<file path="src/design/wcsd_pkg.sv">
package wcsd_pkg;

  localparam int NUM_CLASSES = 5;
  localparam int NUM_CMD     = 4;
  localparam int SCORE_W     = 13;
  localparam int ENTRY_W     = 12;
  localparam int OUT_SUM_W   = 16;
  localparam int CLASS_W     = 3;

  localparam logic [CLASS_W-1:0]       CLASS_NONSENSE = 3'd4;
  localparam logic signed [SCORE_W-1:0] LOG_FLOOR     = -13'sd3537;
  localparam logic [ENTRY_W-1:0]       FLOOR_MAG      = 12'd3537;
  localparam logic [ENTRY_W-1:0]       REFILL_MAG     = 12'd3584;
  localparam logic signed [OUT_SUM_W-1:0] THRESH_RESET = -16'sd8960;

  // Register index taken from the word address of the APB port.
  localparam logic REG_THRESHOLD = 1'b0;

  typedef enum logic [2:0] {
    ST_IDLE,
    ST_WRITE,
    ST_READ,
    ST_ACC,
    ST_BEST,
    ST_DECIDE
  } step_t;

  typedef enum logic [1:0] {
    CD_ALWAYS,
    CD_IN_VALID,
    CD_MORE,
    CD_OUT_FREE
  } cond_t;

  typedef struct packed {
    cond_t cond;
    step_t target;
    logic  in_rdy;
    logic  write;
    logic  read;
    logic  acc;
    logic  best;
    logic  decide;
  } uword_t;

  typedef struct packed {
    logic in_ready;
    logic take;
    logic write;
    logic read;
    logic acc;
    logic best;
    logic decide;
  } ctrl_t;

  // Control store: one word per step.
  function automatic uword_t ucode(input step_t s);
    uword_t w;
    w = '{cond: CD_ALWAYS, target: ST_IDLE, default: 1'b0};
    unique case (s)
      ST_IDLE: begin
        w.cond   = CD_IN_VALID;
        w.target = ST_WRITE;
        w.in_rdy = 1'b1;
      end
      ST_WRITE: begin
        w.target = ST_READ;
        w.write  = 1'b1;
      end
      ST_READ: begin
        w.target = ST_ACC;
        w.read   = 1'b1;
      end
      ST_ACC: begin
        w.cond   = CD_MORE;
        w.target = ST_READ;
        w.acc    = 1'b1;
      end
      ST_BEST: begin
        w.target = ST_DECIDE;
        w.best   = 1'b1;
      end
      ST_DECIDE: begin
        w.cond   = CD_OUT_FREE;
        w.target = ST_IDLE;
        w.decide = 1'b1;
      end
      default: begin
        w.target = ST_IDLE;
      end
    endcase
    return w;
  endfunction

  // Clamp a log score into [floor, 0] and return its magnitude.
  function automatic logic [ENTRY_W-1:0] clamp_mag(input logic signed [SCORE_W-1:0] s,
                                                   input logic v);
    logic signed [SCORE_W-1:0] n;
    n = -s;
    if (!v) begin
      return FLOOR_MAG;
    end else if (s > 0) begin
      return '0;
    end else if (s < LOG_FLOOR) begin
      return FLOOR_MAG;
    end else begin
      return n[ENTRY_W-1:0];
    end
  endfunction

endpackage

</file>
<file path="src/design/wcsd_ram.sv">
module wcsd_ram #(
  parameter int WIDTH = 60,
  parameter int DEPTH = 5
) (
  input  logic                                  clk,
  input  logic                                  we,
  input  logic [(DEPTH > 1 ? $clog2(DEPTH) : 1)-1:0] waddr,
  input  logic [WIDTH-1:0]                      wdata,
  input  logic [(DEPTH > 1 ? $clog2(DEPTH) : 1)-1:0] raddr,
  output logic [WIDTH-1:0]                      rdata
);

  logic [WIDTH-1:0] mem [DEPTH];

  always_ff @(posedge clk) begin
    if (we) begin
      mem[waddr] <= wdata;
    end
    rdata <= mem[raddr];
  end

endmodule

</file>
<file path="src/design/wcsd_seq.sv">
module wcsd_seq (
  input  logic            clk,
  input  logic            rst,
  input  logic            in_valid,
  input  logic            rows_more,
  input  logic            out_free,
  output wcsd_pkg::ctrl_t ctrl
);
  import wcsd_pkg::*;

  step_t  step;
  step_t  step_next;
  uword_t uw;

  always_ff @(posedge clk) begin
    if (rst) begin
      step <= ST_IDLE;
    end else begin
      step <= step_next;
    end
  end

  always_comb begin
    uw = ucode(step);
    unique case (uw.cond)
      CD_ALWAYS:   step_next = uw.target;
      CD_IN_VALID: step_next = in_valid ? uw.target : step;
      CD_MORE:     step_next = rows_more ? uw.target : step_t'(step + 3'd1);
      CD_OUT_FREE: step_next = out_free ? uw.target : step;
      default:     step_next = ST_IDLE;
    endcase
    ctrl.in_ready = uw.in_rdy;
    ctrl.take     = uw.in_rdy & in_valid;
    ctrl.write    = uw.write;
    ctrl.read     = uw.read;
    ctrl.acc      = uw.acc;
    ctrl.best     = uw.best;
    ctrl.decide   = uw.decide & out_free;
  end

endmodule

</file>
<file path="src/design/windowed_command_score_detector_top.sv">
// Channel  | handshake            | payload
// ---------+----------------------+------------------------------------------
// input    | in_valid / in_ready  | score_* (5 x s13), frame_valid
// output   | out_valid / out_ready| best_class, best_sum (s16), detected
// config   | APB, pready high     | score threshold (s16) at byte address 0
//
// An item runs through the idle, write, read and accumulate steps, then best and
// decide: the ring is summed one row per registered read of the ring RAM, in a read and an accumulate step per row.
// Reset clears the row valid bits, so every row reads as -14 at once; the
// threshold resets to -35.0. A detection refills the ring the same way.
// The result register lets a new item enter while a result waits; an item
// holds in the decide step only while the previous result is still untaken.
module windowed_command_score_detector_top #(
  parameter int WINDOW = 5
) (
  input  logic                 clk,
  input  logic                 rst,
  input  logic                 psel,
  input  logic                 penable,
  input  logic                 pwrite,
  input  logic [2:0]           paddr,
  input  logic [31:0]          pwdata,
  output logic [31:0]          prdata,
  output logic                 pready,
  input  logic                 in_valid,
  output logic                 in_ready,
  input  logic signed [12:0]   score_forward,
  input  logic signed [12:0]   score_backward,
  input  logic signed [12:0]   score_left,
  input  logic signed [12:0]   score_right,
  input  logic signed [12:0]   score_nonsense,
  input  logic                 frame_valid,
  output logic                 out_valid,
  input  logic                 out_ready,
  output logic [2:0]           best_class,
  output logic signed [15:0]   best_sum,
  output logic                 detected
);
  import wcsd_pkg::*;

  localparam int IDX_W = (WINDOW > 1) ? $clog2(WINDOW) : 1;
  localparam int CNT_W = $clog2(WINDOW + 1);
  localparam int MAG_W = $clog2(3584 * WINDOW + 1);
  localparam int SUM_W = MAG_W + 1;
  localparam int CMP_W = (SUM_W > OUT_SUM_W) ? SUM_W : OUT_SUM_W;
  localparam int ROW_W = ENTRY_W * NUM_CLASSES;
  localparam logic signed [CMP_W-1:0] SAT_LO = CMP_W'(-32768);

  ctrl_t ctrl;
  logic  rows_more;
  logic  out_free;

  logic signed [OUT_SUM_W-1:0] thr;
  logic [ROW_W-1:0]  row_in;
  logic [ROW_W-1:0]  rdata;
  logic [IDX_W-1:0]  wslot;
  logic [WINDOW-1:0] row_ok;
  logic [CNT_W-1:0]  cnt;
  logic              rd_ok;
  logic [MAG_W-1:0]  acc [NUM_CLASSES];
  logic [MAG_W-1:0]  bm;
  logic [CLASS_W-1:0] bc;
  logic [MAG_W-1:0]  best_mag;
  logic [CLASS_W-1:0] best_cls;

  logic signed [CMP_W-1:0] thr_x;
  logic signed [CMP_W-1:0] best_s;
  logic signed [CMP_W-1:0] non_s;
  logic signed [CMP_W-1:0] rep_s;
  logic                    hit;
  logic signed [OUT_SUM_W-1:0] rep_sat;

  wcsd_seq u_seq (
    .clk       (clk),
    .rst       (rst),
    .in_valid  (in_valid),
    .rows_more (rows_more),
    .out_free  (out_free),
    .ctrl      (ctrl)
  );

  wcsd_ram #(
    .WIDTH (ROW_W),
    .DEPTH (WINDOW)
  ) u_ring (
    .clk   (clk),
    .we    (ctrl.write),
    .waddr (wslot),
    .wdata (row_in),
    .raddr (cnt[IDX_W-1:0]),
    .rdata (rdata)
  );

  assign in_ready  = ctrl.in_ready;
  assign rows_more = (cnt != CNT_W'(WINDOW));
  assign out_free  = !out_valid || out_ready;
  assign pready    = 1'b1;
  assign prdata    = (paddr[2] == REG_THRESHOLD) ? {{16{thr[15]}}, thr} : '0;

  always_ff @(posedge clk) begin
    if (rst) begin
      thr <= THRESH_RESET;
    end else if (psel && penable && pwrite && pready && paddr[2] == REG_THRESHOLD) begin
      thr <= pwdata[15:0];
    end
  end

  // Capture the clamped row on accept.
  always_ff @(posedge clk) begin
    if (ctrl.take) begin
      row_in <= {clamp_mag(score_nonsense, frame_valid),
                 clamp_mag(score_right, frame_valid),
                 clamp_mag(score_left, frame_valid),
                 clamp_mag(score_backward, frame_valid),
                 clamp_mag(score_forward, frame_valid)};
    end
  end

  // Row valid bits and write slot; a cleared row reads as the refill value.
  always_ff @(posedge clk) begin
    if (rst) begin
      row_ok <= '0;
      wslot  <= '0;
    end else begin
      if (ctrl.write) begin
        row_ok[wslot] <= 1'b1;
        wslot <= (wslot == IDX_W'(WINDOW - 1)) ? '0 : wslot + 1'b1;
      end
      if (ctrl.decide && hit) begin
        row_ok <= '0;
      end
    end
  end

  always_ff @(posedge clk) begin
    if (rst) begin
      cnt <= '0;
    end else if (ctrl.write) begin
      cnt <= '0;
    end else if (ctrl.read) begin
      cnt <= cnt + 1'b1;
    end
  end

  always_ff @(posedge clk) begin
    if (ctrl.read) begin
      rd_ok <= row_ok[cnt[IDX_W-1:0]];
    end
    for (int c = 0; c < NUM_CLASSES; c++) begin
      if (ctrl.write) begin
        acc[c] <= '0;
      end else if (ctrl.acc) begin
        acc[c] <= acc[c] + MAG_W'(rd_ok ? rdata[c*ENTRY_W +: ENTRY_W] : REFILL_MAG);
      end
    end
  end

  // Largest sum is the smallest magnitude; strict compare keeps the lower class.
  always_comb begin
    bm = acc[0];
    bc = '0;
    for (int c = 1; c < NUM_CMD; c++) begin
      if (acc[c] < bm) begin
        bm = acc[c];
        bc = CLASS_W'(c);
      end
    end
  end

  always_ff @(posedge clk) begin
    if (ctrl.best) begin
      best_mag <= bm;
      best_cls <= bc;
    end
  end

  always_comb begin
    thr_x   = CMP_W'(thr);
    best_s  = -$signed(CMP_W'(best_mag));
    non_s   = -$signed(CMP_W'(acc[NUM_CLASSES-1]));
    hit     = (best_s > thr_x) && (acc[NUM_CLASSES-1] != '0);
    rep_s   = hit ? best_s : non_s;
    rep_sat = (rep_s < SAT_LO) ? -16'sd32768 : rep_s[OUT_SUM_W-1:0];
  end

  always_ff @(posedge clk) begin
    if (rst) begin
      out_valid <= 1'b0;
    end else if (ctrl.decide) begin
      out_valid <= 1'b1;
    end else if (out_ready) begin
      out_valid <= 1'b0;
    end
  end

  always_ff @(posedge clk) begin
    if (ctrl.decide) begin
      best_class <= hit ? best_cls : CLASS_NONSENSE;
      best_sum   <= rep_sat;
      detected   <= hit;
    end
  end

  a_take_writes: assert property (@(posedge clk) disable iff (rst)
    ctrl.take |=> ctrl.write)
    else $error("accepted item not written to ring");

  a_decide_loads: assert property (@(posedge clk) disable iff (rst)
    ctrl.decide |=> out_valid)
    else $error("decision did not load result register");

  a_det_class: assert property (@(posedge clk) disable iff (rst)
    out_valid && detected |-> best_class != CLASS_NONSENSE)
    else $error("detection reports nonsense class");

  a_miss_class: assert property (@(posedge clk) disable iff (rst)
    out_valid && !detected |-> best_class == CLASS_NONSENSE)
    else $error("miss reports a command class");

  a_acc_after_read: assert property (@(posedge clk) disable iff (rst)
    ctrl.acc |-> cnt != '0)
    else $error("accumulate without a row read");

endmodule

</file>
<file path="config.mk">
export PLATFORM = sky130hd
export DESIGN_NAME = windowed_command_score_detector_top
export DESIGN_NICKNAME = d
export VERILOG_FILES = /design/src/design/wcsd_pkg.sv /design/src/design/wcsd_ram.sv /design/src/design/wcsd_seq.sv /design/src/design/windowed_command_score_detector_top.sv
export SDC_FILE = /design/constraint.sdc
export NUM_CORES = 1
export LEC_CHECK = 0
export ABC_AREA = 1
export BUFFER_PORTS_ARGS = -buffer_cell sky130_fd_sc_hd__buf_2
export CAP_MARGIN = 20
export CELL_PAD_IN_SITES_DETAIL_PLACEMENT = 0
export CELL_PAD_IN_SITES_GLOBAL_PLACEMENT = 1
export CORE_UTILIZATION = 51
export CTS_BUF_LIST = sky130_fd_sc_hd__clkbuf_4 sky130_fd_sc_hd__clkbuf_8 sky130_fd_sc_hd__clkbuf_16
export CTS_CLUSTER_DIAMETER = 60
export DETAILED_ROUTE_END_ITERATION = 16
export GPL_TIMING_DRIVEN = 0
export PLACE_DENSITY_LB_ADDON = 0.1
export SKIP_LAST_GASP = 1
export SYNTH_ARGS = -nofsm -noshare
export SYNTH_HDL_FRONTEND = slang
export SYNTH_HIERARCHICAL = 1
export SYNTH_SLANG_ARGS = --single-unit
</file>
<file path="constraint.sdc">
create_clock -name clk -period 12.1 [get_ports clk]
set_input_delay 1.21 -clock clk [delete_from_list [all_inputs] [get_ports clk]]
set_output_delay 1.21 -clock clk [all_outputs]
set_load 0.05 [all_outputs]
</file>
==> flow_summary_export.csv, run 1 <==
group,metric,value,unit
synthesis,synth_compound_area_share,6.51,%
synthesis,synth-async-reset-ratio,0,%
setup_path,max_stage_delay,850,ps
detailed_routing,ant_nets,0,
die,io_pins,163,
cts,post_cts_buffers,0,
die,dieWidth,237,µm
grt,gr-usage-met1,32.3,%
timing,setup_violations,0,
grt,antenna_found_initial,1,
synthesis,ys.flop_type,"edfxtp_1",
grt,grt_pass1_vias,20300,
placement,gp_congestion,0.857,
cells_and_area,utilization,59.9,%
synthesis,netlist-cell-type-count,49,
timing,max_freq,161,MHz
synthesis,ys_ff_latch,564,
setup_path,end_kind,"flop",
synthesis,synth_simple_gate_area_share,19.3,%
min_path,hold_path.class,"flop to flop",
die,rows,85,
timing,slew_viol_final,0,
synthesis,synth_area,0.0282,mm²
power_and_ir_drop,power.density,251,mW/mm²
outcome,status,"finished clean",
die,start_util,52.0,%
cts,cts.sinks,564,
synthesis,yosys.area_share.adder,6.21,%
timing,worst_pin_slew,1020,ps
cts,cts_hold_buf,0,
synthesis,synth_cells,3102,
setup_path,cpMostUsedCell,"nand2_1",
cts,cts_tree,"yes",
cells_and_area,antennaDiodeCount,0,
synthesis,yosys_warnings,6,
grt,use_met2,41.0,%
detailed_routing,firstDrtPassIters,6,
die,die_y,237,µm
setup_path,required,12550,ps
setup_path,cp.arrival,6670,ps
grt,grt_usage,24.2,%
grt,grt_pass1_wl,106000,µm
timing,min_period,6220,ps
die,dieArea,0.0563,mm²
setup_path,start_kind,"flop",
cts,clk_pin_slew,60,ps
timing,slew_headroom,31.8,%
grt,use_met3,2.76,%
power_and_ir_drop,power,8.14,mW
timing,hold-worst-slack,434,ps
setup_path,cp_slowest_cell,"a2111oi_2",
cts,clock_latency,600,ps
cts,cts_made_buffers,66,
grt,grt_max_degree,64,
detailed_routing,wirelength,66800,µm
synthesis,synthMuxAreaShare,0,%
cells_and_area,final_layout_size_suffix_gt1_share,13.2,%
cts,htreeDepth,3,
synthesis,synth_top_family_by_area,"simple AND/OR/NAND/NOR gates",
synthesis,synth-seq-area-share,56.8,%
placement,portBuffers,142,
flow_run,maxCapViolCount,0,
die,design.core.area,0.0542,mm²
synthesis,syn-num-nets,3347,
timing,rsz0062_at_grt,"false",
cells_and_area,final_nets,3585,
synthesis,synth_xor_area_share,1.46,%
detailed_routing,via_per_inst,5.09,
power_and_ir_drop,p_leak,15.0,nW
placement,post-dp-hpwl,48500,µm
cells_and_area,areaGrowthSynthToFinish,15.1,%
detailed_routing,drc,0,
synthesis,synth_edf_count,473,
timing,fin_crit_sh,51.4,%
grt,grt_remaining_overflow,0,
detailed_routing,avgRoutedWirePerCell,16.3,µm
detailed_routing,via_count,20800,
grt,busiest_layer,"met2",
power_and_ir_drop,irDropWorstVdd,147,µV
timing,clock_skew,25.7,ps
cts,cts_resized,0,
cts,clk_path_buf_depth,3,
timing,timing.setup.tns,0,ps
cts,root_buffer,"clkbuf_16",
setup_path,crit_fanout,10,
detailed_routing,drt_iter0_drc,1404,
synthesis,syn_area_per_cell,9.10,µm²
cells_and_area,fillers,4652,
timing,hold_viol,0,
setup_path,crit_type,"flop to flop",
cell usage after synthesis (all sizes together) (4+ instances only):
| cell | number | share of area [%] |
|---|---|---|
| o21a | 6 | 0.16 |
| buf | 64 | 1.4 |
| nor4 | 8 | 0.18 |
| nand4 | 16 | 0.35 |
| clkinv | 11 | 0.15 |
| a31oi | 9 | 0.20 |
| nor3b | 10 | 0.27 |
| nand3 | 187 | 3.4 |
| clkbuf | 41 | 0.55 |
| xor2 | 32 | 0.99 |
| nand2 | 853 | 11 |
| a21oi | 155 | 2.7 |
| ha | 132 | 5.9 |
| o21bai | 5 | 0.13 |
| edfxtp | 473 | 50 |
| xnor2 | 15 | 0.47 |
| o21ai | 136 | 2.4 |
| nor2 | 185 | 2.5 |
| nor3 | 46 | 0.82 |
| a21o | 4 | 0.11 |
| dfxtp | 91 | 6.5 |
| or2 | 9 | 0.20 |
| o211ai | 7 | 0.19 |
| inv | 576 | 7.7 |
| fa | 5 | 0.35 |
| o31ai | 7 | 0.19 |
through the flow:
step / area, µm² / instances / worst slack (ps)
4_1_cts: 32500 / 4089 / 5910
3_5_place_dp: 30300 / 3968 / 5940
3_3_place_gp: 29800 / 3940 / 2550
2_1_floorplan: 28200 / 3102 / 6660
6_report: 32500 / 4089 / 5880
5_1_grt: 32500 / 4089 / 5240
layout make-up:
| cell class | instances | area [µm²] | area share, % |
|---|---|---|---|
| Inverter | 587 | 2200 | 6.78 |
| Timing Repair Buffer | 170 | 1120 | 3.44 |
| Tap cell | 696 | 871 | 2.68 |
| Clock inverter | 34 | 362 | 1.11 |
| Clock buffer | 87 | 1870 | 5.75 |
| Sequential cell | 564 | 16000 | 49.3 |
| Multi-Input combinational cell | 1846 | 9500 | 29.3 |
| Buffer | 105 | 539 | 1.66 |
registers in the layout (all words and copies together) (netlist names), 2 cells and up:
name,flops
acc,75
best_class,3
best_cls,2
best_mag,15
best_sum,16
cnt,3
row_in,60
row_ok,5
thr,16
u_ring/mem,300
u_ring/rdata,60
u_seq/step,3
wslot,3
final timing paths:
| check | start | to | slack, ps | cells past startpoint |
|---|---|---|---|---|
| hold / removal | u_ring/mem[4][20]$_DFFE_PP_ | u_ring/rdata[20]$_DFF_P_ | 430 | 2 |
| setup reg to reg | acc[1][12]$_SDFFCE_PN0P_ | best_mag[7]$_DFFE_PP_ | 5880 | 29 |
| hold reg to reg | u_ring/mem[4][20]$_DFFE_PP_ | u_ring/rdata[20]$_DFF_P_ | 430 | 2 |
| setup / recovery | acc[1][12]$_SDFFCE_PN0P_ | best_mag[7]$_DFFE_PP_ | 5880 | 29 |
routing by layer:
metal,part of all wire (%),vias to the layer above
li1,-,10500
met1,46,9696
met2,48,506
met3,4.3,111
met4,2.3,0
met5,0,-
worst max-delay path: cells and delay by family (launching register included):
kind	cells	cell delay [ps]
AND/OR/NAND/NOR	15	1540
flip-flops	1	470
buffers and inverters	7	1590
AO/OA/AOI/OAI	4	1440
adder cells (fa/ha/maj)	3	1010
logic make-up after synthesis:
family	Yosys count
fa+ha+maj	137
buf+inv	692
simple gates	1320
xor+xnor	47
other cells	1
flops	564
compound gates	341
cells in the final DEF, fill, tap and decap left out, types with 8 or more instances in the layout:
cell type and n:
buf_6 19, nor4_1 8, clkbuf_16 69, ha_1 132, o21ai_1 10, or2_2 8
clkbuf_4 17, inv_1 496, o21ai_0 126, inv_2 80, xnor2_1 15, clkbuf_1 41
nor3_1 43, clkinv_1 20, dfxtp_1 91, a31oi_1 9, nor3b_1 10, a21oi_1 155
nand2_1 840, nand3_1 184, buf_4 28, buf_2 165, buf_1 12, edfxtp_1 473
xor2_1 32, nor2_1 178, nand4_1 16, nand2_2 10
power by group:
part / switching, mW / total (mW) / internal (mW)
registers: 0.276 / 3.03 / 2.75
clock network: 0.787 / 2.00 / 1.21
logic: 2.09 / 3.12 / 1.02
Power figures use the tool's default switching activity.
==> run 2, diff against run 1 <==
--- a/config.mk
+++ b/config.mk
@@ -10,7 +10,7 @@
 export CAP_MARGIN = 20
 export CELL_PAD_IN_SITES_DETAIL_PLACEMENT = 0
 export CELL_PAD_IN_SITES_GLOBAL_PLACEMENT = 1
-export CORE_UTILIZATION = 51
+export CORE_UTILIZATION = 43
 export CTS_BUF_LIST = sky130_fd_sc_hd__clkbuf_4 sky130_fd_sc_hd__clkbuf_8 sky130_fd_sc_hd__clkbuf_16
 export CTS_CLUSTER_DIAMETER = 60
 export DETAILED_ROUTE_END_ITERATION = 16
==> constraint.sdc (replaced) <==
create_clock -name clk -period 5.25 [get_ports clk]
set_input_delay 0.525 -clock clk [delete_from_list [all_inputs] [get_ports clk]]
set_output_delay 0.525 -clock clk [all_outputs]
set_load 0.05 [all_outputs]
==> flow_summary_export.csv, run 2 (same netlist as run 1, synthesis figures left out) <==
group,metric,value,unit
outcome,status,"finished clean",
power_and_ir_drop,seqPwrFrac,36.2,%
power_and_ir_drop,power.density,585,mW/mm²
power_and_ir_drop,swShare,38.6,%
setup_path,crit_type,"flop to flop",
setup_path,cp.arrival,5250,ps
setup_path,cp_slowest_cell,"edfxtp_1",
cts,htreeDepth,3,
cts,cts.sinks,564,
detailed_routing,firstDrtPassIters,5,
cts,cts_hold_buf,0,
power_and_ir_drop,p_leak,15.1,nW
cells_and_area,seqCellArea,0.0160,mm²
grt,grt_remaining_overflow,0,
grt,antenna_found_initial,6,
detailed_routing,drc,0,
setup_path,path_buf_inv,9,
cells_and_area,mostFrequentLayoutCells,"nand2_1, inv_1, edfxtp_1, nand3_1, nor2_1",
die,design.core.area,0.0647,mm²
die,dieWidth,258,µm
cells_and_area,areaGrowthSynthToFinish,16.7,%
cells_and_area,fillers,6068,
power_and_ir_drop,clock_power_share,24.3,%
detailed_routing,via_count,20600,
cells_and_area,utilization,50.9,%
die,dieArea,0.0667,mm²
cells_and_area,top_regs,"u_ring/mem: 300 flops, acc: 75 flops",
detailed_routing,ant_nets,0,
setup_path,worstReg2RegEnd,"best_mag[12]$_DFFE_PP_",
detailed_routing,avgRoutedWirePerCell,16.3,µm
grt,grt_pass1_wl,109000,µm
setup_path,reg2reg_depth,34,
cts,cts_made_buffers,67,
cts,clk_pin_slew,60,ps
power_and_ir_drop,combPwrFrac,39.5,%
cells_and_area,multiInputGateArea,0.00957,mm²
grt,grt_usage,21.0,%
min_path,hold_path.class,"input port to flop",
setup_path,required,5580,ps
detailed_routing,drt_iter0_drc,1345,
timing,min_period,4910,ps
detailed_routing,via_per_inst,4.83,
setup_path,cpMostUsedCell,"nand2_1",
timing,setup_violations,0,
cells_and_area,final_nets,3598,
setup_path,end_kind,"flop",
placement,gp_congestion,0.863,
cts,clock_latency,600,ps
timing,hold-worst-slack,159,ps
die,start_util,43.6,%
setup_path,crit_end,"best_mag[12]$_DFFE_PP_",
timing,worst_pin_slew,939,ps
cells_and_area,regMostFlops,"u_ring/mem",
setup_path,cpLargestDelayFamily,"simple AND/OR/NAND/NOR gates",
die,rows,93,
setup_path,worst-path-stages,34,
setup_path,crit_fanout,10,
setup_path,startpoint,"acc[1][13]$_SDFFCE_PN0P_",
setup_path,max_stage_delay,440,ps
cells_and_area,largest_register_ffs,300,
cells_and_area,final_common_cell,"nand2_1",
timing,slew_viol_final,0,
die,die_y,258,µm
timing,hold_viol,0,
placement,post-dp-hpwl,51100,µm
timing,clock_skew,26.8,ps
cts,clk_path_buf_depth,3,
placement,portBuffers,142,
detailed_routing,wirelength,69600,µm
setup_path,rr_startpoint,"acc[1][13]$_SDFFCE_PN0P_",
grt,grt_pass1_vias,19900,
setup_path,start_kind,"flop",
timing,fin_crit_sh,93.6,%
setup_path,rrSetupSlack,340,ps
flow_run,maxCapViolCount,0,
grt,grt_max_degree,45,
power_and_ir_drop,irDropWorstVdd,334,µV
cts,root_buffer,"clkbuf_16",
cells_and_area,antennaDiodeCount,0,
power_and_ir_drop,power_switching,7.44,mW
timing,slew_headroom,37.2,%
die,io_pins,163,
timing,timing.setup.tns,0,ps
timing,max_freq,204,MHz
power_and_ir_drop,power.internal,11.8,mW
cells_and_area,final_layout_size_suffix_gt1_share,14.1,%
cts,cts_tree,"yes",
run 2: cell count changes in the layout (fill, tap and decap cells not counted), sizes merged:
cell      change
bufinv        -1
buf          +14
clkinv        -4
clkinvlp      -1
clkbuf       +10
inv           -4
run 2: layout make-up:
type | count | area share [%]
tap | 855 | 3.25
clock inverter | 24 | 0.828
inverter | 587 | 6.69
multi-input combinational | 1846 | 29.1
buffer | 105 | 1.72
sequential | 564 | 48.7
clock buffer | 99 | 6.02
timing repair buffer | 182 | 3.76
run 2: how the worst min path moves through the flow:
stage                                     start                        to  slack [ps]  depth (start not counted)
global placement     u_ring/mem[4][4]$_DFFE_PP_   u_ring/rdata[4]$_DFF_P_         430                          2
detailed placement  u_ring/mem[4][59]$_DFFE_PP_  u_ring/rdata[59]$_DFF_P_         430                          2
floorplan           u_ring/mem[4][58]$_DFFE_PP_  u_ring/rdata[58]$_DFF_P_         420                          2
finish                               pwdata[12]      thr[12]$_SDFFE_PP1P_         160                          3
global route                         pwdata[12]      thr[12]$_SDFFE_PP1P_         140                          3
CTS                                         rst    out_valid$_SDFFE_PP0P_         130                          2
run 2: repair_timing:
action	4_1_cts	5_1_grt
resized for setup	10	25
setup endpoints to repair	17	17
gates cloned	0	0
setup buffers	3	9
pin swaps	1	7
run 2: per-layer routing:
metal,vias up,wire length [µm],track usage [%]
met5,-,46,0
met4,6,1540,5.47
met3,109,2970,3.35
met2,400,33100,35.3
met1,9534,31900,28.1
li1,10500,-,-
run 2: stage by stage:
step                      cells  worst slack (ps)  power [mW]  cell area, µm²
after global placement     4099             -4590        14.1           30000
after global routing       4262             -10.7        20.8           32900
after CTS                  4253              12.0        19.2           32800
final                      4262               338        19.3           32900
after floorplan            3102              -169        12.0           28200
after detailed placement   4127              -946        14.3           30500
run 2: power groups by stage:
stage | combinational (mW) | clock [mW] | sequential [mW]
6_report | 7.60 | 4.68 | 6.98
5_1_grt | 8.68 | 4.97 | 7.10
4_1_cts | 7.42 | 4.79 | 6.99
3_5_place_dp | 7.25 | 0 | 7.09
3_3_place_gp | 6.95 | 0 | 7.20
2_1_floorplan | 5.07 | 0 | 6.93
run 2: worst reg2reg max path, delay by kind of cell, from the launching register on:
| kind | cells | cell delay (ps) |
|---|---|---|
| DFF | 1 | 440 |
| and+or+nand+nor | 17 | 1440 |
| buffers and inverters | 9 | 1010 |
| AOI/OAI and AO/OA | 5 | 880 |
| adders and majority gates | 3 | 870 |
